$ cat src/rtl/core/owf_pkg.sv
`default_nettype none

package owf_pkg;

    // Default geometry
    localparam int DEFAULT_DEPTH        = 64;
    localparam int DEFAULT_SAMPLE_WIDTH = 32;

    // Fixed field widths of the item and result channels
    localparam int DATA_W   = 32;
    localparam int STATUS_W = 2;
    localparam int LEVEL_W  = 7;
    localparam int TOTAL_W  = 32;

    // Operation codes
    localparam logic KIND_PUSH = 1'b0;
    localparam logic KIND_POP  = 1'b1;

    // Result status codes
    localparam logic [STATUS_W-1:0] ST_OK       = 2'd0;
    localparam logic [STATUS_W-1:0] ST_OVERFLOW = 2'd1;
    localparam logic [STATUS_W-1:0] ST_EMPTY    = 2'd2;

    // What the control unit decided for the item being accepted
    typedef struct packed {
        logic push;
        logic pop_hit;
        logic pop_miss;
        logic overflow;
    } t_op_flags;

endpackage

`default_nettype wire

$ cat src/rtl/core/owf_store.sv
`default_nettype none

module owf_store #(
    parameter int DEPTH        = owf_pkg::DEFAULT_DEPTH,
    parameter int SAMPLE_WIDTH = owf_pkg::DEFAULT_SAMPLE_WIDTH
) (
    input  wire logic                     i_clk,
    input  wire logic                     i_wr_en,
    input  wire logic [$clog2(DEPTH)-1:0] i_wr_addr,
    input  wire logic [SAMPLE_WIDTH-1:0]  i_wr_data,
    input  wire logic                     i_rd_en,
    input  wire logic [$clog2(DEPTH)-1:0] i_rd_addr,
    output logic      [SAMPLE_WIDTH-1:0]  o_rd_data
);

    logic [SAMPLE_WIDTH-1:0] r_mem [DEPTH];

    always_ff @(posedge i_clk) begin
        if (i_wr_en) begin
            r_mem[i_wr_addr] <= i_wr_data;
        end
    end

    // registered read; holds until the next read
    always_ff @(posedge i_clk) begin
        if (i_rd_en) begin
            o_rd_data <= r_mem[i_rd_addr];
        end
    end

endmodule

`default_nettype wire

$ cat src/rtl/core/owf_ctrl.sv
`default_nettype none

module owf_ctrl #(
    parameter int DEPTH = owf_pkg::DEFAULT_DEPTH
) (
    input  wire logic                         i_clk,
    input  wire logic                         i_rst_n,
    input  wire logic                         i_accept,
    input  wire logic                         i_kind,
    output owf_pkg::t_op_flags                o_flags,
    output logic [$clog2(DEPTH)-1:0]          o_wr_ptr,
    output logic [$clog2(DEPTH)-1:0]          o_rd_ptr,
    output logic [$clog2(DEPTH+1)-1:0]        o_held,
    output logic [$clog2(DEPTH+1)-1:0]        o_peak,
    output logic [owf_pkg::TOTAL_W-1:0]       o_pushes,
    output logic [owf_pkg::TOTAL_W-1:0]       o_pops,
    output logic [owf_pkg::TOTAL_W-1:0]       o_drops
);

    import owf_pkg::*;

    localparam int PTR_W = $clog2(DEPTH);
    localparam int CNT_W = $clog2(DEPTH + 1);
    localparam logic [PTR_W-1:0] LAST_PTR = PTR_W'(DEPTH - 1);
    localparam logic [CNT_W-1:0] FULL_CNT = CNT_W'(DEPTH);

    logic [PTR_W-1:0]   r_wr_ptr, n_wr_ptr;
    logic [PTR_W-1:0]   r_rd_ptr, n_rd_ptr;
    logic [CNT_W-1:0]   r_held,   n_held;
    logic [CNT_W-1:0]   r_peak,   n_peak;
    logic [TOTAL_W-1:0] r_pushes, n_pushes;
    logic [TOTAL_W-1:0] r_pops,   n_pops;
    logic [TOTAL_W-1:0] r_drops,  n_drops;
    logic               full;
    logic               empty;
    logic [PTR_W-1:0]   wr_ptr_inc;
    logic [PTR_W-1:0]   rd_ptr_inc;

    assign full  = (r_held == FULL_CNT);
    assign empty = (r_held == '0);

    assign wr_ptr_inc = (r_wr_ptr == LAST_PTR) ? '0 : r_wr_ptr + PTR_W'(1);
    assign rd_ptr_inc = (r_rd_ptr == LAST_PTR) ? '0 : r_rd_ptr + PTR_W'(1);

    always_comb begin
        o_flags.push     = i_accept && (i_kind == KIND_PUSH);
        o_flags.overflow = o_flags.push && full;
        o_flags.pop_hit  = i_accept && (i_kind == KIND_POP) && !empty;
        o_flags.pop_miss = i_accept && (i_kind == KIND_POP) && empty;
    end

    always_comb begin
        n_wr_ptr = r_wr_ptr;
        n_rd_ptr = r_rd_ptr;
        n_held   = r_held;
        n_peak   = r_peak;
        n_pushes = r_pushes;
        n_pops   = r_pops;
        n_drops  = r_drops;
        if (o_flags.push) begin
            n_wr_ptr = wr_ptr_inc;
            n_pushes = r_pushes + TOTAL_W'(1);
            if (full) begin
                // drop the oldest, level stays at full
                n_rd_ptr = rd_ptr_inc;
                n_drops  = r_drops + TOTAL_W'(1);
            end else begin
                n_held = r_held + CNT_W'(1);
            end
            if (n_held > r_peak) begin
                n_peak = n_held;
            end
        end else if (o_flags.pop_hit) begin
            n_rd_ptr = rd_ptr_inc;
            n_held   = r_held - CNT_W'(1);
            n_pops   = r_pops + TOTAL_W'(1);
        end
    end

    always_ff @(posedge i_clk) begin
        if (!i_rst_n) begin
            r_wr_ptr <= '0;
            r_rd_ptr <= '0;
            r_held   <= '0;
            r_peak   <= '0;
            r_pushes <= '0;
            r_pops   <= '0;
            r_drops  <= '0;
        end else begin
            r_wr_ptr <= n_wr_ptr;
            r_rd_ptr <= n_rd_ptr;
            r_held   <= n_held;
            r_peak   <= n_peak;
            r_pushes <= n_pushes;
            r_pops   <= n_pops;
            r_drops  <= n_drops;
        end
    end

    assign o_wr_ptr = r_wr_ptr;
    assign o_rd_ptr = r_rd_ptr;
    assign o_held   = r_held;
    assign o_peak   = r_peak;
    assign o_pushes = r_pushes;
    assign o_pops   = r_pops;
    assign o_drops  = r_drops;

endmodule

`default_nettype wire

$ cat src/rtl/core/overwrite_oldest_fifo_with_stats.sv
// Overwrite-oldest sample FIFO with running statistics. Each item is a push
// or a pop and yields exactly one result, in the cycle after the item is taken.
// The block takes one item per clock cycle, sustained, as long as the result
// side keeps up: the result register frees in the same cycle it is taken, so
// ready stays high through back-to-back traffic. The sample store is a
// single-write, single-read memory with a registered read port; a push writes
// and a pop reads in the cycle the item is taken, so a pop may directly follow
// the push that filled its entry. The store is not cleared after reset and
// needs no clearing pass; only written entries are ever read. A push into a
// full buffer drops the oldest sample and reports overflow; a pop from an
// empty buffer reports empty with zero data and leaves the state alone. The
// fill and peak levels and the push, pop and drop totals are the state as it
// stands after the item; the totals wrap at 32 bits.
`default_nettype none

module overwrite_oldest_fifo_with_stats #(
    parameter int DEPTH        = owf_pkg::DEFAULT_DEPTH,
    parameter int SAMPLE_WIDTH = owf_pkg::DEFAULT_SAMPLE_WIDTH
) (
    input  wire logic                          i_clk,
    input  wire logic                          i_rst_n,
    // item channel
    input  wire logic                          i_in_valid,
    output logic                               o_in_ready,
    input  wire logic                          i_kind,
    input  wire logic [owf_pkg::DATA_W-1:0]    i_push_data,
    // result channel
    output logic                               o_out_valid,
    input  wire logic                          i_out_ready,
    output logic [owf_pkg::STATUS_W-1:0]       o_status,
    output logic [owf_pkg::DATA_W-1:0]         o_pop_data,
    output logic [owf_pkg::LEVEL_W-1:0]        o_fill_level,
    output logic [owf_pkg::LEVEL_W-1:0]        o_peak_level,
    output logic [owf_pkg::TOTAL_W-1:0]        o_pushes_total,
    output logic [owf_pkg::TOTAL_W-1:0]        o_pops_total,
    output logic [owf_pkg::TOTAL_W-1:0]        o_drops_total
);

    import owf_pkg::*;

    localparam int PTR_W = $clog2(DEPTH);
    localparam int CNT_W = $clog2(DEPTH + 1);

    logic                    accept;
    t_op_flags               flags;
    logic [PTR_W-1:0]        wr_ptr;
    logic [PTR_W-1:0]        rd_ptr;
    logic [CNT_W-1:0]        held;
    logic [CNT_W-1:0]        peak;
    logic [SAMPLE_WIDTH-1:0] wr_sample;
    logic [SAMPLE_WIDTH-1:0] rd_sample;

    logic                    r_out_valid;
    logic [STATUS_W-1:0]     r_status, n_status;
    logic                    r_pop_hit;

    // The result register frees when its item is taken in the same cycle.
    assign o_in_ready = !r_out_valid || i_out_ready;
    assign accept     = i_in_valid && o_in_ready;

    owf_ctrl #(
        .DEPTH (DEPTH)
    ) u_ctrl (
        .i_clk    (i_clk),
        .i_rst_n  (i_rst_n),
        .i_accept (accept),
        .i_kind   (i_kind),
        .o_flags  (flags),
        .o_wr_ptr (wr_ptr),
        .o_rd_ptr (rd_ptr),
        .o_held   (held),
        .o_peak   (peak),
        .o_pushes (o_pushes_total),
        .o_pops   (o_pops_total),
        .o_drops  (o_drops_total)
    );

    // Keep the low SAMPLE_WIDTH bits of the pushed word; zero-fill if wider.
    assign wr_sample = SAMPLE_WIDTH'(64'(i_push_data));

    owf_store #(
        .DEPTH        (DEPTH),
        .SAMPLE_WIDTH (SAMPLE_WIDTH)
    ) u_store (
        .i_clk     (i_clk),
        .i_wr_en   (flags.push),
        .i_wr_addr (wr_ptr),
        .i_wr_data (wr_sample),
        .i_rd_en   (flags.pop_hit),
        .i_rd_addr (rd_ptr),
        .o_rd_data (rd_sample)
    );

    always_comb begin
        priority if (flags.overflow) begin
            n_status = ST_OVERFLOW;
        end else if (flags.pop_miss) begin
            n_status = ST_EMPTY;
        end else begin
            n_status = ST_OK;
        end
    end

    // Result register: valid, status and the pop-hit mark; the popped word
    // sits in the store's read register and the statistics in the control
    // state, both of which change only when an item is taken.
    always_ff @(posedge i_clk) begin
        if (!i_rst_n) begin
            r_out_valid <= 1'b0;
            r_pop_hit   <= 1'b0;
        end else begin
            if (accept) begin
                r_out_valid <= 1'b1;
                r_pop_hit   <= flags.pop_hit;
            end else if (i_out_ready) begin
                r_out_valid <= 1'b0;
            end
        end
    end

    always_ff @(posedge i_clk) begin
        if (accept) begin
            r_status <= n_status;
        end
    end

    assign o_out_valid  = r_out_valid;
    assign o_status     = r_status;
    // drive zero unless the item popped a sample
    assign o_pop_data   = r_pop_hit ? DATA_W'(64'(rd_sample)) : '0;
    assign o_fill_level = LEVEL_W'(held);
    assign o_peak_level = LEVEL_W'(peak);

endmodule

`default_nettype wire

$ cat config.mk
export PLATFORM = sky130hd
export DESIGN_NAME = overwrite_oldest_fifo_with_stats
export DESIGN_NICKNAME = d
export VERILOG_FILES = /design/src/rtl/core/owf_pkg.sv /design/src/rtl/core/owf_store.sv /design/src/rtl/core/owf_ctrl.sv /design/src/rtl/core/overwrite_oldest_fifo_with_stats.sv
export SDC_FILE = /design/constraint.sdc
export NUM_CORES = 2
export LEC_CHECK = 0
export ABC_AREA = 1
export BUFFER_PORTS_ARGS = -buffer_cell sky130_fd_sc_hd__buf_2
export CORE_UTILIZATION = 50
export DETAILED_ROUTE_END_ITERATION = 10
export PLACE_DENSITY = 0.66
export SYNTH_ARGS = -nofsm -noshare
export SYNTH_HDL_FRONTEND = slang
export SYNTH_SLANG_ARGS = --single-unit
$ cat constraint.sdc
create_clock -name i_clk -period 4.9 [get_ports i_clk]
set_input_delay 0.245 -clock i_clk [delete_from_list [all_inputs] [get_ports i_clk]]
set_output_delay 0.245 -clock i_clk [all_outputs]
set_load 0.005 [all_outputs]
---- Word-level counts from Yosys, hierarchy flattened ----
Memories as Yosys holds them, arrays and structs flattened. A register that Yosys moved wholly into a read port is not among the register bits.
Cells that the tools add are included.
Widths: inputs -> output; s select.
storage, ports and cells
  register bits ........................... 126
  latch bits .............................. 0
  RAM bits ................................ 2048
  bits in read-only memories .............. 0
  input bits .............................. 37
  output and inout bits ................... 146
  logic and storage cells ................. 56
  memories ................................ 1
memory list
  name           words  width  read ports  clocked after memory_dff  write ports  line             RTL
  u_store.r_mem  64     32     1           1                         1            owf_store.sv:16  logic [SAMPLE_WIDTH-1:0] r_mem [DEPTH];
operators by class
  add/subtract/negate cells ............... 7
  multipliers ............................. 0
  divide/modulo/power cells ............... 0
  magnitude comparators ................... 1
  equal/unequal tests ..................... 4
  shift operators ......................... 0
  muxes and demuxes ....................... 15
  bitwise logic cells ..................... 2
  reduce and logical (&&, ||, !) cells .... 16
operator list
  kind                   count
  $add 32x1->32 const B  3
  $mux 32                1
  $mux 6                 5
  $mux 7                 4
  $add 6x1->6 const B    2
  $eq 6x6->1 const B     2
  $reduce_and 2->1       4
  $add 7x1->7 const B    1
  $eq 7x7->1 const B     1
  $gt 7x7->1             1
  $logic_not 7->1        1
  $sub 7x1->7 const B    1
  $logic_and 1x1->1      6
  $mux 1                 4
  $reduce_bool 2->1      2
  $logic_not 1->1        2
  $mux 2                 1
  $ne 2x2->1 const B     1
  $not 1->1              2
  $logic_or 1x1->1       1

---- Longest topological paths before layout ----
  word-level depth ........................ 7
  mapped depth ............................ 17
  gate-level depth less buffers ........... 16

---- By module ----
From an unflattened synthesis, not the netlist that was laid out.
unflattened totals
  cells, all modules ...................... 7940
  area, all modules ....................... 90413.0 µm²
by module, submodules not included
  module                            times used  cells each  area each (µm²)
  owf_store                         1           6769        83058.4
  owf_ctrl                          1           1087        6885.4
  overwrite_oldest_fifo_with_stats  1           84          469.2

---- Least setup slack after synthesis ----
No wires, ideal clock.
  kind .................................... register to register
  start ................................... register r_out_valid (netlist: o_out_valid)
  end ..................................... memory u_store.r_mem[15][0] (netlist name), enable pin
  arrival time ............................ 3162 ps
  setup slack ............................. 1277 ps
  cell stages (with the launch flop) ...... 6
  clock period less this slack ............ 3623 ps
  path through ............................ dfxtp_1 nand2_1 nand3_1 clkbuf_1 clkbuf_1 nor3_1
between the ends
  word-level cells in the longest chain between the ends .. 6
ends and longest elaborated chain
  item                          line                                     RTL
  start: declaration            overwrite_oldest_fifo_with_stats.sv:53   logic r_out_valid;
  start signal: assignment      overwrite_oldest_fifo_with_stats.sv:109  r_out_valid <= 1'b0;
  start signal: assignment      overwrite_oldest_fifo_with_stats.sv:113  r_out_valid <= 1'b1;
  start signal: assignment      overwrite_oldest_fifo_with_stats.sv:116  r_out_valid <= 1'b0;
  $logic_not 1->1               overwrite_oldest_fifo_with_stats.sv:58   assign o_in_ready = !r_out_valid || i_out_ready;
  $logic_or 1x1->1              overwrite_oldest_fifo_with_stats.sv:58
  via o_in_ready                overwrite_oldest_fifo_with_stats.sv:24   output logic o_in_ready,
  $logic_and 1x1->1             overwrite_oldest_fifo_with_stats.sv:59   assign accept = i_in_valid && o_in_ready;
  $logic_and 1x1->1             owf_ctrl.sv:46                           o_flags.push = i_accept && (i_kind == KIND_PUSH);
  $mux 1                        owf_store.sv:19                          if (i_wr_en) begin
  $mux 1 (not written as such)  owf_store.sv:20                          r_mem[i_wr_addr] <= i_wr_data;
  end: declaration              owf_store.sv:16
The timed path passes the listed nets, and every way through them passes these cells.

---- Final worst setup path ----
  start ................................... register r_out_valid (netlist: o_out_valid)
  end ..................................... memory u_store.r_mem[62][29] (netlist name), enable pin
between the ends
  word-level cells in the longest chain between the ends .. 6
ends and longest elaborated chain
  item                          line
  $logic_not 1->1               overwrite_oldest_fifo_with_stats.sv:58
  $logic_or 1x1->1              overwrite_oldest_fifo_with_stats.sv:58
  $logic_and 1x1->1             overwrite_oldest_fifo_with_stats.sv:59
  $logic_and 1x1->1             owf_ctrl.sv:46
  $mux 1                        owf_store.sv:19
  $mux 1 (not written as such)  owf_store.sv:20
No other way between the ends.

==> flow_summary.json <==
{
  "status": "finished with violations",
  "violations": "design-rule violations",
  "ys_ff_latch": 2206,
  "synth_top_area_frac": 0.6592,
  "core_um2": 188000,
  "grt_max_degree": 182,
  "place_area_um2": 99100,
  "min-delay-start": "i_push_data[26]",
  "min_period_ns": 3.761,
  "syn-num-nets": 9492,
  "final_antenna_net_count": 0,
  "first_global_vias": 63857,
  "synth-seq-area-share": 0.6854,
  "leakage_nw": 42.76,
  "fin_crit_sh": 0.7675,
  "irDropWorstVdd_mv": 0.4093,
  "clkSlewWorstSetupHoldPaths_ns": 0.06,
  "critPathMaxFanout": 17,
  "rsz0062_at_grt": "no",
  "cts.sinks": 2206,
  "path_class": "reg -> reg",
  "reg2reg_from": "o_out_valid",
  "dieArea_um2": 191400,
  "min_to": "u_store.r_mem[46][26]",
  "cellPowerDensity_nw_per_um2": 389.0,
  "grt_pass1_wl_um": 403600,
  "synth_edf_count": 2082,
  "grt_usage": 0.2824,
  "slew_violations": 0,
  "worstSkewPairLatency_ns": 0.89,
  "final_nets": 9642,
  "start_util": 0.5045,
  "first_iter_violations": 8065,
  "hp-class": "in -> reg",
  "cap_viol_max_count": 0,
  "min_path_cells": 2,
  "worst_pin_slew_ns": 1.350,
  "seq_area_um2": 65020,
  "skew_ns": 0.04788,
  "r2r_end": "u_store.r_mem[62][29]",
  "worstPathRequired_ns": 5.47,
  "hpwl_um": 153500,
  "tns_ns": 0,
  "final_cell_mix": "3154 x nand2_1, 2082 x edfxtp_1, 1127 x inv_1",
  "ff2ff_setup_slack_ns": 1.14,
  "syn_area_um2": 94840,
  "cts.path.max_buffers": 3,
  "grt.overflow.total": 0,
  "fillerInstances": 15689,
  "synth_top_area_cell": "edfxtp_1",
  "postLayoutCellArea_um2": 106000,
  "grt_antenna_before_repair": 10,
  "setup_viol": 0,
  "async_flop_share": 0,
  "die-height_um": 437.5,
  "finalHoldViolCount": 0,
  "io_pins": 183,
  "cts_max_level": 4,
  "cts_root_buf": "clkbuf_16",
  "fmax_ghz": 0.2659,
  "die_w_um": 437.5,
  "postSynthCellCount": 9441,
  "gp_congestion": 0.9298,
  "cts_made_buffers": 218,
  "synth-warning-count": 0,
  "rr_worst_depth": 7,
  "port_buffers": 182,
  "viasPerCell": 5.475,
  "end_kind": "flop",
  "wl_per_cell_um": 22.27,
  "drt_pre_antenna_iters": 9,
  "vias": 67207,
  "worstPathArrival_ns": 4.33,
  "synth_cell_type_count": 32,
  "synthToLayoutAreaGrowth_pct": 11.80,
  "start_kind": "flop",
  "drive_gt1_frac": 0.08018,
  "rows": 159,
  "route.detailed.drc": 60,
  "post-route-util": 0.5640,
  "slew_headroom": 0.09817,
  "syn_area_per_cell_um2": 10.05,
  "yosys-top-cells-area": "edfxtp_1 66%, nand2_1 12%, nand3_1 5.3%",
  "cts_setup_buffers": 0,
  "mostFrequentLayoutCell": "nand2_1",
  "routed_wirelength_um": 273300,
  "synth_flop_cell": "edfxtp_1",
  "multiInputGateArea_um2": 24010,
  "tritoncts": "done"
}
==> timing repair <==
action,CTS,global route
hold buffers,7,0
endpoints found under the hold margin,49,0
endpoints found under the setup margin,0,0
gates resized for setup,0,0
==> cell families after synthesis <==
| family | synth area share |
|---|---|
| AO/OA/AOI/OAI | 0.02503 |
| XOR/XNOR | 0.001755 |
| adder cells (fa/ha/maj) | 0.001847 |
| buffers and inverters | 0.06649 |
| flip-flops | 0.6854 |
| AND/OR/NAND/NOR | 0.2195 |
==> worst max-delay path: stages, from the launching register on <==
cell and delay (ns):
dfxtp_1 0.31, nand2_1 0.12, nand3_1 0.60, inv_1 0.40
nand4_1 0.61, buf_4 0.45, nor2_4 0.55, buf_4 0.39
==> routing by layer <==
metal	track usage	routed length, µm	vias to the layer above
met3	0.04167	24450	531
met4	0.1328	13300	2
li1	-	-	31094
met1	0.3737	106600	32280
met5	0	12	-
met2	0.4601	129000	3300
==> how the worst max path moves through the flow <==
stage | start | end | slack (ns) | depth (start not counted)
2_1_floorplan | o_out_valid | u_store.r_mem[15][0] | 1.28 | 5
6_report | o_out_valid | u_store.r_mem[62][29] | 1.14 | 7
3_3_place_gp | i_out_ready | u_store.r_mem[6][2] | 1.14 | 7
5_1_grt | o_out_valid | u_store.r_mem[46][21] | 1.05 | 7
3_5_place_dp | i_out_ready | u_store.r_mem[62][29] | 1.12 | 9
4_1_cts | o_out_valid | u_store.r_mem[62][29] | 1.24 | 7
==> cells in the mapped netlist (4+ instances only) <==
| cell | instances |
|---|---|
| or2_2 | 28 |
| inv_1 | 1133 |
| nand4_1 | 23 |
| nand3_1 | 999 |
| nor3_1 | 21 |
| a21oi_1 | 143 |
| clkbuf_1 | 261 |
| o211ai_1 | 10 |
| nand3b_1 | 21 |
| ha_1 | 14 |
| dfxtp_1 | 124 |
| o21ai_0 | 288 |
| buf_2 | 124 |
| buf_1 | 51 |
| nand2_1 | 3154 |
| nor2_1 | 878 |
| xor2_1 | 17 |
| and3_1 | 9 |
| o21ai_1 | 14 |
| buf_6 | 17 |
| o21a_1 | 4 |
| edfxtp_1 | 2082 |
| buf_4 | 6 |
==> stage by stage <==
stage	hold slack [ns]	cells	total power [mW]	setup WS [ns]
2_1_floorplan	0.3439	9441	23.68	1.277
3_3_place_gp	0.4791	11859	25.29	1.139
3_5_place_dp	0.4838	11859	25.34	1.122
4_1_cts	0.05944	12273	41.34	1.244
5_1_grt	0.04773	12273	42.43	1.045
6_report	0.01425	12275	41.25	1.139
==> report_power, final <==
| group | total (mW) | switching [mW] | internal [mW] |
|---|---|---|---|
| Combinational | 4.20 | 3.13 | 1.08 |
| Sequential | 20.8 | 0.0991 | 20.7 |
| Clock | 16.2 | 7.25 | 8.97 |
==> cell type report <==
class / instances / share of cell area
clock buffers: 280 / 0.05414
diodes: 2 / 0.00004720
well taps: 2495 / 0.02944
repair buffers: 391 / 0.02568
inverters: 1137 / 0.04051
flip-flops and latches: 2206 / 0.6132
multi-input cells: 5637 / 0.2265
clock inverters: 127 / 0.01053
==> registers in the layout, indices dropped and copies added (netlist names), 2 cells and up <==
| name | cells |
|---|---|
| u_ctrl.o_pushes | 32 |
| u_store.o_rd_data | 32 |
| u_ctrl.o_drops | 32 |
| u_ctrl.o_peak | 7 |
| u_ctrl.o_rd_ptr | 6 |
| o_status | 2 |
| u_ctrl.o_held | 7 |
| u_ctrl.o_pops | 32 |
| u_ctrl.o_wr_ptr | 6 |
| u_store.r_mem | 2048 |
Note: power is estimated with default switching activity, not from simulation.
